## config.mk

```make
export PLATFORM = sky130hd
export DESIGN_NAME = xxh_front
export DESIGN_NICKNAME = d
export VERILOG_FILES = /design/src/hdl/xxh_pkg.sv /design/src/hdl/xxh_front.sv
export SDC_FILE = /design/constraint.sdc
export NUM_CORES = 1
export LEC_CHECK = 0
export ABC_AREA = 1
export BUFFER_PORTS_ARGS = -buffer_cell sky130_fd_sc_hd__buf_2
export CAP_MARGIN = 40
export CORE_AREA = 2 2 150 152
export DETAILED_ROUTE_END_ITERATION = 16
export DIE_AREA = 0 0 152 154
export PLACE_DENSITY = 0.75
export SYNTH_ARGS = -nofsm -noshare
export SYNTH_HDL_FRONTEND = slang
export SYNTH_SLANG_ARGS = --single-unit
```

## constraint.sdc

```tcl
create_clock -name i_clk -period 10.8 [get_ports i_clk]
set_input_delay 2.7 -clock i_clk [delete_from_list [all_inputs] [get_ports i_clk]]
set_output_delay 2.7 -clock i_clk [all_outputs]
set_load 0.01 [all_outputs]
```

## src/hdl/xxh_pkg.sv

```systemverilog
`default_nettype none
// ---------------------------------------------------------------------------
// xxh_pkg
// Shared constants, types and helpers for the streaming xxHash64 engine.
// ---------------------------------------------------------------------------
package xxh_pkg;

    localparam logic [63:0] P1 = 64'h9e3779b185ebca87;
    localparam logic [63:0] P2 = 64'hc2b2ae3d27d4eb4f;
    localparam logic [63:0] P3 = 64'h165667b19e3779f9;
    localparam logic [63:0] P4 = 64'h85ebca77c2b2ae63;
    localparam logic [63:0] P5 = 64'h27d4eb2f165667c5;

    localparam int QUEUE_DEPTH = 2;

    // one classified word as it travels from front to back
    typedef struct packed {
        logic [63:0] data;
        logic [63:0] seed;
        logic [3:0]  cnt;
        logic        last;
        logic        full;
    } t_word;

    typedef enum logic [4:0] {
        S_IDLE,
        S_LANE_A,
        S_LANE_B,
        S_FIN,
        S_MRG_A,
        S_MRG_B,
        S_MRG_C,
        S_TAIL,
        S_T8_A,
        S_T8_B,
        S_T8_C,
        S_T4_A,
        S_T4_B,
        S_T1_A,
        S_T1_B,
        S_AV_A,
        S_AV_B,
        S_OUT
    } t_state;

    function automatic logic [63:0] rotl(input logic [63:0] x, input int r);
        return (x << r) | (x >> (64 - r));
    endfunction

endpackage
`default_nettype wire

```

## src/hdl/xxh_front.sv

```systemverilog
`default_nettype none
// ---------------------------------------------------------------------------
// xxh_front
// Accepts input words, saturates the byte count, masks unused data bytes, queues them.
// ---------------------------------------------------------------------------
module xxh_front #(
    parameter int DEPTH = xxh_pkg::QUEUE_DEPTH
) (
    input  wire logic          i_clk,
    input  wire logic          i_rst_n,
    input  wire logic          i_valid,
    output logic               o_ready,
    input  wire logic [63:0]   i_data_bytes,
    input  wire logic [3:0]    i_byte_count,
    input  wire logic          i_last,
    input  wire logic [63:0]   i_seed,
    output logic               o_q_valid,
    input  wire logic          i_q_pop,
    output xxh_pkg::t_word     o_q_word
);
    localparam int PW = (DEPTH > 1) ? $clog2(DEPTH) : 1;
    localparam int CW = $clog2(DEPTH + 1);

    xxh_pkg::t_word r_mem [DEPTH];
    logic [PW-1:0]  r_wr_ptr, r_rd_ptr;
    logic [CW-1:0]  r_count;
    xxh_pkg::t_word w_word;
    logic           w_push;
    logic [3:0]     w_cnt;
    logic [63:0]    w_data;

    // non-last words and oversize counts count as a full word
    always_comb begin
        w_cnt = (!i_last || i_byte_count > 4'd8) ? 4'd8 : i_byte_count;
        for (int b = 0; b < 8; b++) begin
            w_data[b*8 +: 8] = (4'(b) < w_cnt) ? i_data_bytes[b*8 +: 8] : 8'h00;
        end
        w_word.data = w_data;
        w_word.seed = i_seed;
        w_word.cnt  = w_cnt;
        w_word.last = i_last;
        w_word.full = (w_cnt == 4'd8);
    end

    assign o_ready   = (r_count != CW'(DEPTH));
    assign o_q_valid = (r_count != '0);
    assign o_q_word  = r_mem[r_rd_ptr];
    assign w_push    = i_valid && o_ready;

    always_ff @(posedge i_clk) begin
        if (w_push) begin
            r_mem[r_wr_ptr] <= w_word;
        end
    end

    always_ff @(posedge i_clk) begin
        if (!i_rst_n) begin
            r_wr_ptr <= '0;
            r_rd_ptr <= '0;
            r_count  <= '0;
        end else begin
            if (w_push) begin
                r_wr_ptr <= (r_wr_ptr == PW'(DEPTH - 1)) ? '0 : r_wr_ptr + 1'b1;
            end
            if (i_q_pop) begin
                r_rd_ptr <= (r_rd_ptr == PW'(DEPTH - 1)) ? '0 : r_rd_ptr + 1'b1;
            end
            if (w_push && !i_q_pop) begin
                r_count <= r_count + 1'b1;
            end else if (!w_push && i_q_pop) begin
                r_count <= r_count - 1'b1;
            end
        end
    end

endmodule
`default_nettype wire

```

* Word level (Yosys, flattened, before mapping)
Memory sizes are Yosys's and may differ from the RTL's. A register that Yosys moved wholly into a read port is not among the register bits.
Index checks and enable logic that the tools add are counted.
** Word-level totals
- Output and inout bits :: 136
- Bits in writable memories :: 268
- Memories :: 1
- Bits of input ports :: 137
- Bits in registers :: 4
** Memories
- r_mem :: words 2, width 134, rd ports 1, clocked after Yosys merged registers in 1, write ports 1, RTL line xxh_front.sv:24 : xxh_pkg::t_word r_mem [DEPTH];
** Cells by class
- Mux-type cells :: 17
- Eq/ne operators :: 2
- $add $sub $neg :: 4
- Reductions and logical operators :: 9
- Magnitude comparators :: 9
** Operators by type and width (number)
- $mux W8 :: 8
- $lt A3 B4 Y1 const A :: 4
- $lt A1 B4 Y1 const A :: 2
- $lt A2 B4 Y1 const A :: 2
- $mux W1 :: 6
- $eq A4 B4 Y1 const B :: 1
- $gt A4 B4 Y1 const B :: 1
- $mux W2 :: 2
- $mux W4 :: 1
- $reduce_bool A2 Y1 :: 2
- $logic_and A1 B1 Y1 :: 3
- $logic_not A1 Y1 :: 3
- $add A1 B1 Y1 const B :: 2
- $add A2 B1 Y2 const B :: 1
- $ne A2 B2 Y1 const B :: 1
- $sub A2 B1 Y2 const B :: 1
- $logic_or A1 B1 Y1 :: 1

* Logic depth before layout (Yosys ltp)
Gate-level depths: netlist of run 1.
- Depth in word-level cells :: 6
- Gate-level depth with buffers :: 11
- Gate-level depth less buffers :: 11

* Least setup slack after synthesis of run 1
OpenSTA, ideal clock, no wires.
- Path type :: input to register
- Start :: input port i_valid
- End :: memory r_mem[0][0] (netlist name), enable pin
- Slack :: 1813 ps
- Cell stages on the path :: 2
- Library setup time :: 629 ps
- Arrival :: 8358 ps
- Required time :: 10171 ps
- Cells stage by stage :: nand2_1 nor2_1
** On the way
- Longest elaborated chain between the ends :: 3
** Ends and longest elaborated chain
- from (decl) :: RTL line xxh_front.sv:11 : input wire logic i_valid,
- $logic_and A1 B1 Y1 :: RTL line xxh_front.sv:48 : assign w_push = i_valid && o_ready;
- $mux W1 :: RTL line xxh_front.sv:51 : if (w_push) begin
- $mux W1 (not written as such) :: RTL line xxh_front.sv:52 : r_mem[r_wr_ptr] <= w_word;
- to (decl) :: RTL line xxh_front.sv:24
No other way between the ends.

==> results of run 1 <==
[sequential cells by signal, indices dropped and copies added, names as in the netlist, named ones only]
| signal | flops |
|---|---|
| r_count | 2 |
| r_mem | 268 |
| r_rd_ptr | 1 |
| r_wr_ptr | 1 |
[worst paths after layout]
path | from | end | slack [ps] | cells after the start
setup / recovery | flip-flop | o_q_word[96] | 5910 | 4
hold / removal | r_rd_ptr | flip-flop | 510 | 2
setup reg to reg | r_count[0] | r_mem[1][101] | 8170 | 7
hold reg to reg | r_rd_ptr | flip-flop | 510 | 2
[layout make-up]
cell class | instances | area [um^2] | share of cell area
clock buffer | 34 | 744 | 0.0555
clock inverter | 15 | 171 | 0.0128
inverter | 77 | 289 | 0.0215
multi-input combinational | 235 | 2200 | 0.164
sequential | 273 | 8150 | 0.607
tap | 280 | 350 | 0.0261
timing repair buffer | 282 | 1520 | 0.113
[cells by family (layout without fill, tap and decap cells)]
kind of cell,Yosys count,in the layout
AO/OA/AOI/OAI,8,8
AND/OR/NAND/NOR,92,92
multiplexers,134,134
buffers and inverters,93,408
adder cells (fa/ha/maj),1,1
flip-flops,273,273
[worst max-delay path, cell delays in order, from the launching register on]
cell,delay [ps]
sky130_fd_sc_hd__dfxtp_4,540
sky130_fd_sc_hd__buf_4,230
sky130_fd_sc_hd__buf_16,270
sky130_fd_sc_hd__mux2_2,380
sky130_fd_sc_hd__buf_2,150
[synth_stat cells]
master                     instances
sky130_fd_sc_hd__mux2_2           74
sky130_fd_sc_hd__nand2_1          35
sky130_fd_sc_hd__buf_6             9
sky130_fd_sc_hd__inv_1            74
sky130_fd_sc_hd__mux2_4           60
sky130_fd_sc_hd__nand3_1           1
sky130_fd_sc_hd__a21oi_1           3
sky130_fd_sc_hd__nand4_1           2
sky130_fd_sc_hd__nand4_4           1
sky130_fd_sc_hd__ha_1              1
sky130_fd_sc_hd__a31oi_2           1
sky130_fd_sc_hd__dfxtp_1           5
sky130_fd_sc_hd__buf_2             7
sky130_fd_sc_hd__nand2_2           2
sky130_fd_sc_hd__nor3_2            1
sky130_fd_sc_hd__o21ai_0           2
sky130_fd_sc_hd__inv_2             3
sky130_fd_sc_hd__nor2_1           50
sky130_fd_sc_hd__edfxtp_1        268
sky130_fd_sc_hd__a21oi_2           1
sky130_fd_sc_hd__o211ai_2          1
[power breakdown]
part | internal [W] | leakage, nW | switching, W
logic | 0.000147 | 2.54 | 0.000174
registers | 0.00127 | 2.55 | 0.0000214
clock network | 0.000581 | 0.447 | 0.000371
[stage by stage]
step	power (W)	worst slack, ps	hold slack, ps	cell area, um^2
6_report	0.00256	5910	506	13400
5_1_grt	0.00266	5810	557	13400
3_3_place_gp	0.00162	5660	475	12400
3_5_place_dp	0.00164	5910	499	12500
4_1_cts	0.00259	5880	513	13400
2_1_floorplan	0.00152	1810	463	10800
[per-layer routing]
layer	vias up	global-route usage
met5	-	0
met4	0	0.0418
met3	30	0.0606
met2	226	0.274
met1	2794	0.217
li1	2764	-
==> impl_metrics.ini, run 1 <==
[placement]
post-place-cells = 1147
placement.io_buffers = 272
place.detailed.hpwl_mm = 13.6
place_congestion = 0.784

[pwr]
static-leakage-power_nw = 5.54
max-vdd-ir-drop_mv = 0.156
pd_cells_nw_per_um2 = 191

[worst_setup_path]
cp_launch_type = flip-flop
cp.arrival_ps = 2190
criticalPathCategory = flip-flop to primary output
critical_path.max_fanout = 62
required_ps = 8100
sort_of_element_at_the_end_of_the_critical_path = primary output

[clock_network]
number_of_buffers_inserted_during_clock_tree_synthesis = 28
clkSlewWorstSetupHoldPaths_ps = 60
cts.path.max_buffers = 3
cts_tree = done
clock_tree.root_cell = sky130_fd_sc_hd__clkbuf_16
h-tree-depth = 1
clk-insertion-delay-late_ps = 530
cts_num_sinks = 273
cts_setup_buffers = 0
post_cts.resized_instances = 0
cts-hold-fix-buffers = 0

[route]
wl_met1_mm = 8.56
antenna_left = 0
wl_met2_mm = 9.72
met3_wirelength_mm = 1.96
dr_total_vias = 5814
routed_wire_length_per_instance_um = 17.2
drtIter0Drc = 281
totalWireLength_mm = 20.6
vias_per_cell = 4.86
maxUsedRoutingLayer = met4
drc_errors = 0
drt_first_pass_iters = 4

[sta]
fin_skew_ps = 9.01
min_period_over_period = 0.453
relSlewSlack = 0.406
setup_total_negative_slack_ps = 0
report.final.slew_viol_count = 0
fin_crit_ps = 4890
hold_viol = 0
final-setup-viol-count = 0
fmax_ghz = 0.204
rsz0062_at_grt = false
worst_slew_pin_slew_ps = 892

[global_route]
grt_first_pass_wirelength_mm = 31.5
grt_start_max_net_pins = 65
number_of_global_route_vias_before_repair = 5919
grt_antenna_before_repair = 0
globalRouteOverflowTotal = 0
gr-usage-all-layers = 0.168

[yosys]
synthesized_netlist_net_count = 739
synth_largest_type_area_fraction = 0.748
ys_seq_area_frac = 0.757
synth_compound_gate_area_share = 0.00547
synth_mux_area_frac = 0.161
ys.warnings.count = 0
post_synth_and_or_nand_nor_area_fraction = 0.0354
syn_area_um2 = 10800
post_synth_main_area_contributors = sky130_fd_sc_hd__edfxtp_1 75%, sky130_fd_sc_hd__mux2_4 8.4%, sky130_fd_sc_hd__mux2_2 7.7%
post_synthesis_area_per_instance_um2 = 17.9
synth-seq-cells = 273
synth_top_family_by_area = multiplexers
postSynthCellCount = 601
synth_cell_types = 21
yosys.area_share.xor_xnor = 0
cell_accounting_for_the_most_synthesized_area = sky130_fd_sc_hd__edfxtp_1
post_synth_fa_ha_maj_area_fraction = 0.00116

[finish]
synthToLayoutAreaGrowth_pct = 24.8
diodes = 0
mostFrequentLayoutCell = sky130_fd_sc_hd__buf_2
mostFrequentLayoutCells = 272 x sky130_fd_sc_hd__buf_2, 268 x sky130_fd_sc_hd__edfxtp_1, 74 x sky130_fd_sc_hd__mux2_2, 74 x sky130_fd_sc_hd__inv_1, 60 x sky130_fd_sc_hd__mux2_4
post-route-util = 0.619
final_cells = 1196
num-fill-cells = 1666
drive_above_1_share = 0.511
finalNetCount = 1035

[job]
max-cap-violations = 0

[hold_path]
hold_path.class = flip-flop to flip-flop

[status]
outcome = finished, final reports clean

[die]
die_x_um = 152
num_io_pins = 273
die_footprint_um2 = 23400
number_of_placement_rows = 54
initial_utilization = 0.496
core_um2 = 21700
die_height_um = 154
No activity file was read; power rests on OpenSTA's default activity.
==> run 2, diff against run 1 <==
- CORE_AREA: 2 2 150 152 -> 2 2 153 155
- DIE_AREA: 0 0 152 154 -> 0 0 155 157
- PLACE_DENSITY: 0.75 -> 0.76
- clock period: 10.8 -> 4.45 ns (I/O delays scaled with it)
==> impl_metrics.ini, run 2 (synthesized netlist as in run 1, its figures left out) <==
[finish]
most_flop_heavy_register = r_mem
synthToLayoutAreaGrowth_pct = 24.4
biggest_registers_after_layout = r_mem x268, r_count x2
drive_above_1_share = 0.512
diodes = 0
finalNetCount = 1033
mostFrequentLayoutCell = sky130_fd_sc_hd__buf_2
largest_register_ff_count = 268
mostFrequentLayoutCells = 272 x sky130_fd_sc_hd__buf_2, 268 x sky130_fd_sc_hd__edfxtp_1, 74 x sky130_fd_sc_hd__mux2_2, 74 x sky130_fd_sc_hd__inv_1, 60 x sky130_fd_sc_hd__mux2_4
final_cells = 1203

[clock_network]
cts.path.max_buffers = 3
clock_tree.root_cell = sky130_fd_sc_hd__clkbuf_16
cts_num_sinks = 273
clk-insertion-delay-late_ps = 540
h-tree-depth = 1
post_cts.resized_instances = 0
cts_setup_buffers = 0
cts_tree = done
number_of_buffers_inserted_during_clock_tree_synthesis = 29
clkSlewWorstSetupHoldPaths_ps = 60
cts-hold-fix-buffers = 0

[sta]
rsz0062_at_grt = false
worst_slew_pin_slew_ps = 801
report.final.slew_viol_count = 0
fmax_ghz = 0.287
min_period_over_period = 0.783
fin_crit_ps = 3480
relSlewSlack = 0.466
fin_skew_ps = 16.5
final-setup-viol-count = 0
hold_viol = 0

[placement]
place_congestion = 0.742
placement.io_buffers = 272
place.detailed.hpwl_mm = 14.0
post-place-cells = 1149

[worst_setup_path]
required_ps = 3340
cp_launch_type = flip-flop
sort_of_element_at_the_end_of_the_critical_path = primary output
critical_path.max_fanout = 52
criticalPathCategory = flip-flop to primary output
cp.arrival_ps = 2370

[global_route]
globalRouteOverflowTotal = 0
number_of_global_route_vias_before_repair = 5941
grt_antenna_before_repair = 1
grt_start_max_net_pins = 135
grt_first_pass_wirelength_mm = 31.3
gr-usage-all-layers = 0.165

[die]
initial_utilization = 0.478
die_x_um = 155
number_of_placement_rows = 55
core_um2 = 22500
die_footprint_um2 = 24300
num_io_pins = 273
die_height_um = 157

[job]
max-cap-violations = 0

[route]
antenna_left = 0
drt_first_pass_iters = 4
dr_total_vias = 5850
drc_errors = 0
vias_per_cell = 4.86
routed_wire_length_per_instance_um = 17.5
totalWireLength_mm = 21.1
drtIter0Drc = 281

[pwr]
max-vdd-ir-drop_mv = 0.413
design_power_total_w = 0.00624
static-leakage-power_nw = 5.52
pd_cells_nw_per_um2 = 466

[hold_path]
hold_path.class = flip-flop to flip-flop

[status]
outcome = finished, final reports clean
[run 2: changes by cell type in the layout (fill, tap and decap cells not counted), sizes merged]
cell	change
buf	-3
clkbuf	-1
clkinv	+5
inv	+2
bufinv	-1
[run 2: per-layer routing]
| layer | track usage | wire, um | share of wire |
|---|---|---|---|
| met4 | 0.0401 | 418 | 0.020 |
| met2 | 0.284 | 10100 | 0.48 |
| met1 | 0.201 | 8680 | 0.41 |
| met5 | 0 | 0 | 0 |
| met3 | 0.0570 | 1900 | 0.090 |
[run 2: metrics by stage]
stage               cell area [um^2]   util  hold WS [ps]  worst slack, ps  setup TNS [ps]
floorplan                      10800      -           463             -701         -187830
global placement               12400  0.553           475             1500               0
detailed placement             12400  0.553           489             1490               0
CTS                            13400  0.595           510              899               0
global route                   13400  0.595           576              834               0
finish                         13400  0.595           506              966               0
[run 2: layout make-up]
type	count	area (um^2)
Clock buffer	33	741
Multi-Input combinational cell	235	2200
Fill cell	1708	9110
Clock inverter	21	198
Inverter	77	289
Timing Repair Buffer	279	1450
Sequential cell	273	8150
Tap cell	285	357
[run 2: final timing paths]
check,slack [ps],end,start,cells past startpoint
hold reg to reg,510,flip-flop,r_rd_ptr,2
setup / recovery,970,o_q_word[127],flip-flop,3
hold / removal,510,flip-flop,r_rd_ptr,2
setup reg to reg,2570,r_mem[0][54],r_count[0],5
[run 2: where the power goes]
group	leakage, nW	internal [W]	total, W	switching (W)
clock	0.461	0.00137	0.00234	0.000965
combinational	2.51	0.000345	0.000751	0.000406
sequential	2.55	0.00308	0.00314	0.0000640
total	5.52	0.00480	0.00624	0.00144
[run 2: critical path, stage by stage, from the launching register on]
cell and delay [ps]:
sky130_fd_sc_hd__dfxtp_4 840, sky130_fd_sc_hd__buf_12 400, sky130_fd_sc_hd__mux2_2 390, sky130_fd_sc_hd__buf_2 140
==> run 3, diff against run 2 <==
- ABC_AREA: 1 -> 0
- PLACE_DENSITY: 0.76 -> 0.74
- clock period: 4.45 -> 3.1 ns (I/O delays scaled with it)
==> impl_metrics.ini, run 3 <==
[status]
outcome = finished, final reports clean

[sta]
min_period_over_period = 0.892
hold_viol = 0
setup_total_negative_slack_ps = 0
fin_skew_ps = 10.0
final-setup-viol-count = 0
rsz0062_at_grt = false
report.final.slew_viol_count = 0
worst_slew_pin_slew_ps = 678
relSlewSlack = 0.547
fin_crit_ps = 2760
fmax_ghz = 0.362

[clock_network]
clk-insertion-delay-late_ps = 530
cts_setup_buffers = 0
cts_num_sinks = 273
cts.path.max_buffers = 3
cts-hold-fix-buffers = 0
clock_tree.root_cell = sky130_fd_sc_hd__clkbuf_16
h-tree-depth = 1
number_of_buffers_inserted_during_clock_tree_synthesis = 28
cts_tree = done
post_cts.resized_instances = 0
clkSlewWorstSetupHoldPaths_ps = 60

[route]
routed_wire_length_per_instance_um = 18.9
drt_first_pass_iters = 5
antenna_left = 0
totalWireLength_mm = 21.2
drtIter0Drc = 295
dr_total_vias = 5635
drc_errors = 0
vias_per_cell = 5.00

[yosys]
ys_seq_area_frac = 0.780
synthMostInstantiatedCell = sky130_fd_sc_hd__edfxtp_1
synthFlopType = sky130_fd_sc_hd__edfxtp_1
async_set_reset_flop_share_out_of_synthesis = 0
syn_area_um2 = 10500
synthesized_netlist_net_count = 661
synth-edff-count = 268
synth_largest_type_area_fraction = 0.770
synth_top_cells_by_count = 268 x sky130_fd_sc_hd__edfxtp_1, 134 x sky130_fd_sc_hd__mux2_2, 55 x sky130_fd_sc_hd__and2_1
post_synth_main_area_contributors = sky130_fd_sc_hd__edfxtp_1 77%, sky130_fd_sc_hd__mux2_2 14%, sky130_fd_sc_hd__and2_1 3.3%
post_synthesis_area_per_instance_um2 = 20.0
cell_accounting_for_the_most_synthesized_area = sky130_fd_sc_hd__edfxtp_1
synth_cell_types = 28
postSynthCellCount = 523
ys.warnings.count = 0
synth-seq-cells = 273

[worst_setup_path]
critical_path.max_fanout = 63
worst-r2r-cell-count = 3
critical_path.n_buffers_inverters = 2
sort_of_element_at_the_end_of_the_critical_path = primary output
worst_path_max_delay_cell = sky130_fd_sc_hd__dfxtp_4
cp.arrival_ps = 1990
critical_path.max_stage_delay_ps = 510
reg_to_reg_startpoint = r_count[0]
required_ps = 2320
regToRegEndpoint = r_mem[1][116]
worstPathCellList = buf_12 -> mux2_2 -> buf_2
r2r_slack_ps = 1310
critPathTopFamily = flip-flops
cp_launch_type = flip-flop
criticalPathCategory = flip-flop to primary output
worstSetupPathDepth = 3

[global_route]
grt_first_pass_wirelength_mm = 31.1
gr-usage-all-layers = 0.167
globalRouteOverflowTotal = 0
grt_antenna_before_repair = 6
number_of_global_route_vias_before_repair = 5762
grt_start_max_net_pins = 70

[pwr]
pd_cells_nw_per_um2 = 691
design_power_total_w = 0.00903
max-vdd-ir-drop_mv = 0.494
static-leakage-power_nw = 4.90

[hold_path]
timing.hold.worst_path_depth = 1
min_from = i_seed[24]
whs_endpoint = r_mem[1][30]
hold_path.class = primary input to flip-flop

[finish]
synthToLayoutAreaGrowth_pct = 25.1
largest_register_ff_count = 268
final_cells = 1126
drive_above_1_share = 0.549
mostFrequentLayoutCells = 272 x sky130_fd_sc_hd__buf_2, 268 x sky130_fd_sc_hd__edfxtp_1, 134 x sky130_fd_sc_hd__mux2_2
biggest_registers_after_layout = r_mem x268, r_count x2
design_area_um2 = 13100
most_flop_heavy_register = r_mem
finalNetCount = 955
mostFrequentLayoutCell = sky130_fd_sc_hd__buf_2

[placement]
post-place-cells = 1072
place.detailed.hpwl_mm = 14.2
dpl_cell_area_um2 = 12200
place_congestion = 0.702
placement.io_buffers = 272

[die]
die_x_um = 155
initial_utilization = 0.464
number_of_placement_rows = 55
num_io_pins = 273
core_um2 = 22500
die_height_um = 157
die_footprint_um2 = 24300

[job]
max-cap-violations = 0
-- run 3: logic make-up (layout without fill, tap and decap cells) --
kind of cell | Yosys count | count (layout) | synth area share
other cells | 0 | 3 | 0
xor+xnor | 3 | 3 | 0.00251
mux | 134 | 134 | 0.144
compound gates | 5 | 5 | 0.00335
flops | 273 | 273 | 0.780
fa+ha+maj | 1 | 1 | 0.00120
buf+inv | 19 | 334 | 0.0128
simple gates | 88 | 88 | 0.0560
-- run 3: worst max-delay path by stage --
stage / start / endpoint / slack (ps)
final: flip-flop / o_q_word[18] / 340
after floorplan: i_valid / r_mem[0][0] / -180
after CTS: flip-flop / o_q_word[22] / 300
after global placement: i_byte_count[2] / r_mem[0][92] / 840
after global routing: flip-flop / o_q_word[22] / 260
after detailed placement: i_byte_count[2] / r_mem[0][88] / 810
-- run 3: layer usage --
metal	part of all wire	vias to the layer above	routed length [um]	track usage
met2	0.48	229	10100	0.289
met1	0.40	2751	8530	0.199
met3	0.096	40	2040	0.0617
li1	-	2607	-	-
met4	0.023	8	487	0.0414
met5	0.0024	-	50	0
-- run 3: through the flow --
stage | util | hold slack, ps | setup WS (ps)
detailed placement | 0.542 | 519 | 810
floorplan | - | 473 | -182
CTS | 0.580 | 396 | 304
finish | 0.581 | 429 | 336
global placement | 0.542 | 493 | 840
global route | 0.581 | 407 | 262
-- run 3: power by group --
| group | switching, W | internal (W) |
|---|---|---|
| clock | 0.00132 | 0.00186 |
| combinational | 0.000700 | 0.000572 |
| sequential | 0.0000870 | 0.00449 |
-- run 3: cell type report --
class | count | area, um^2
well taps | 285 | 357
flip-flops and latches | 273 | 8150
multi-input cells | 231 | 2170
clock buffers | 35 | 748
inverters | 4 | 18.8
repair buffers | 279 | 1490
clock inverters | 16 | 125
diodes | 3 | 7.51
fillers | 1729 | 9430
-- run 3: worst register-to-register path, cell delays in order, from the launching register on --
cell and delay (ps):
sky130_fd_sc_hd__dfxtp_1 380, sky130_fd_sc_hd__nand2b_1 220, sky130_fd_sc_hd__and3_4 480, sky130_fd_sc_hd__buf_12 340
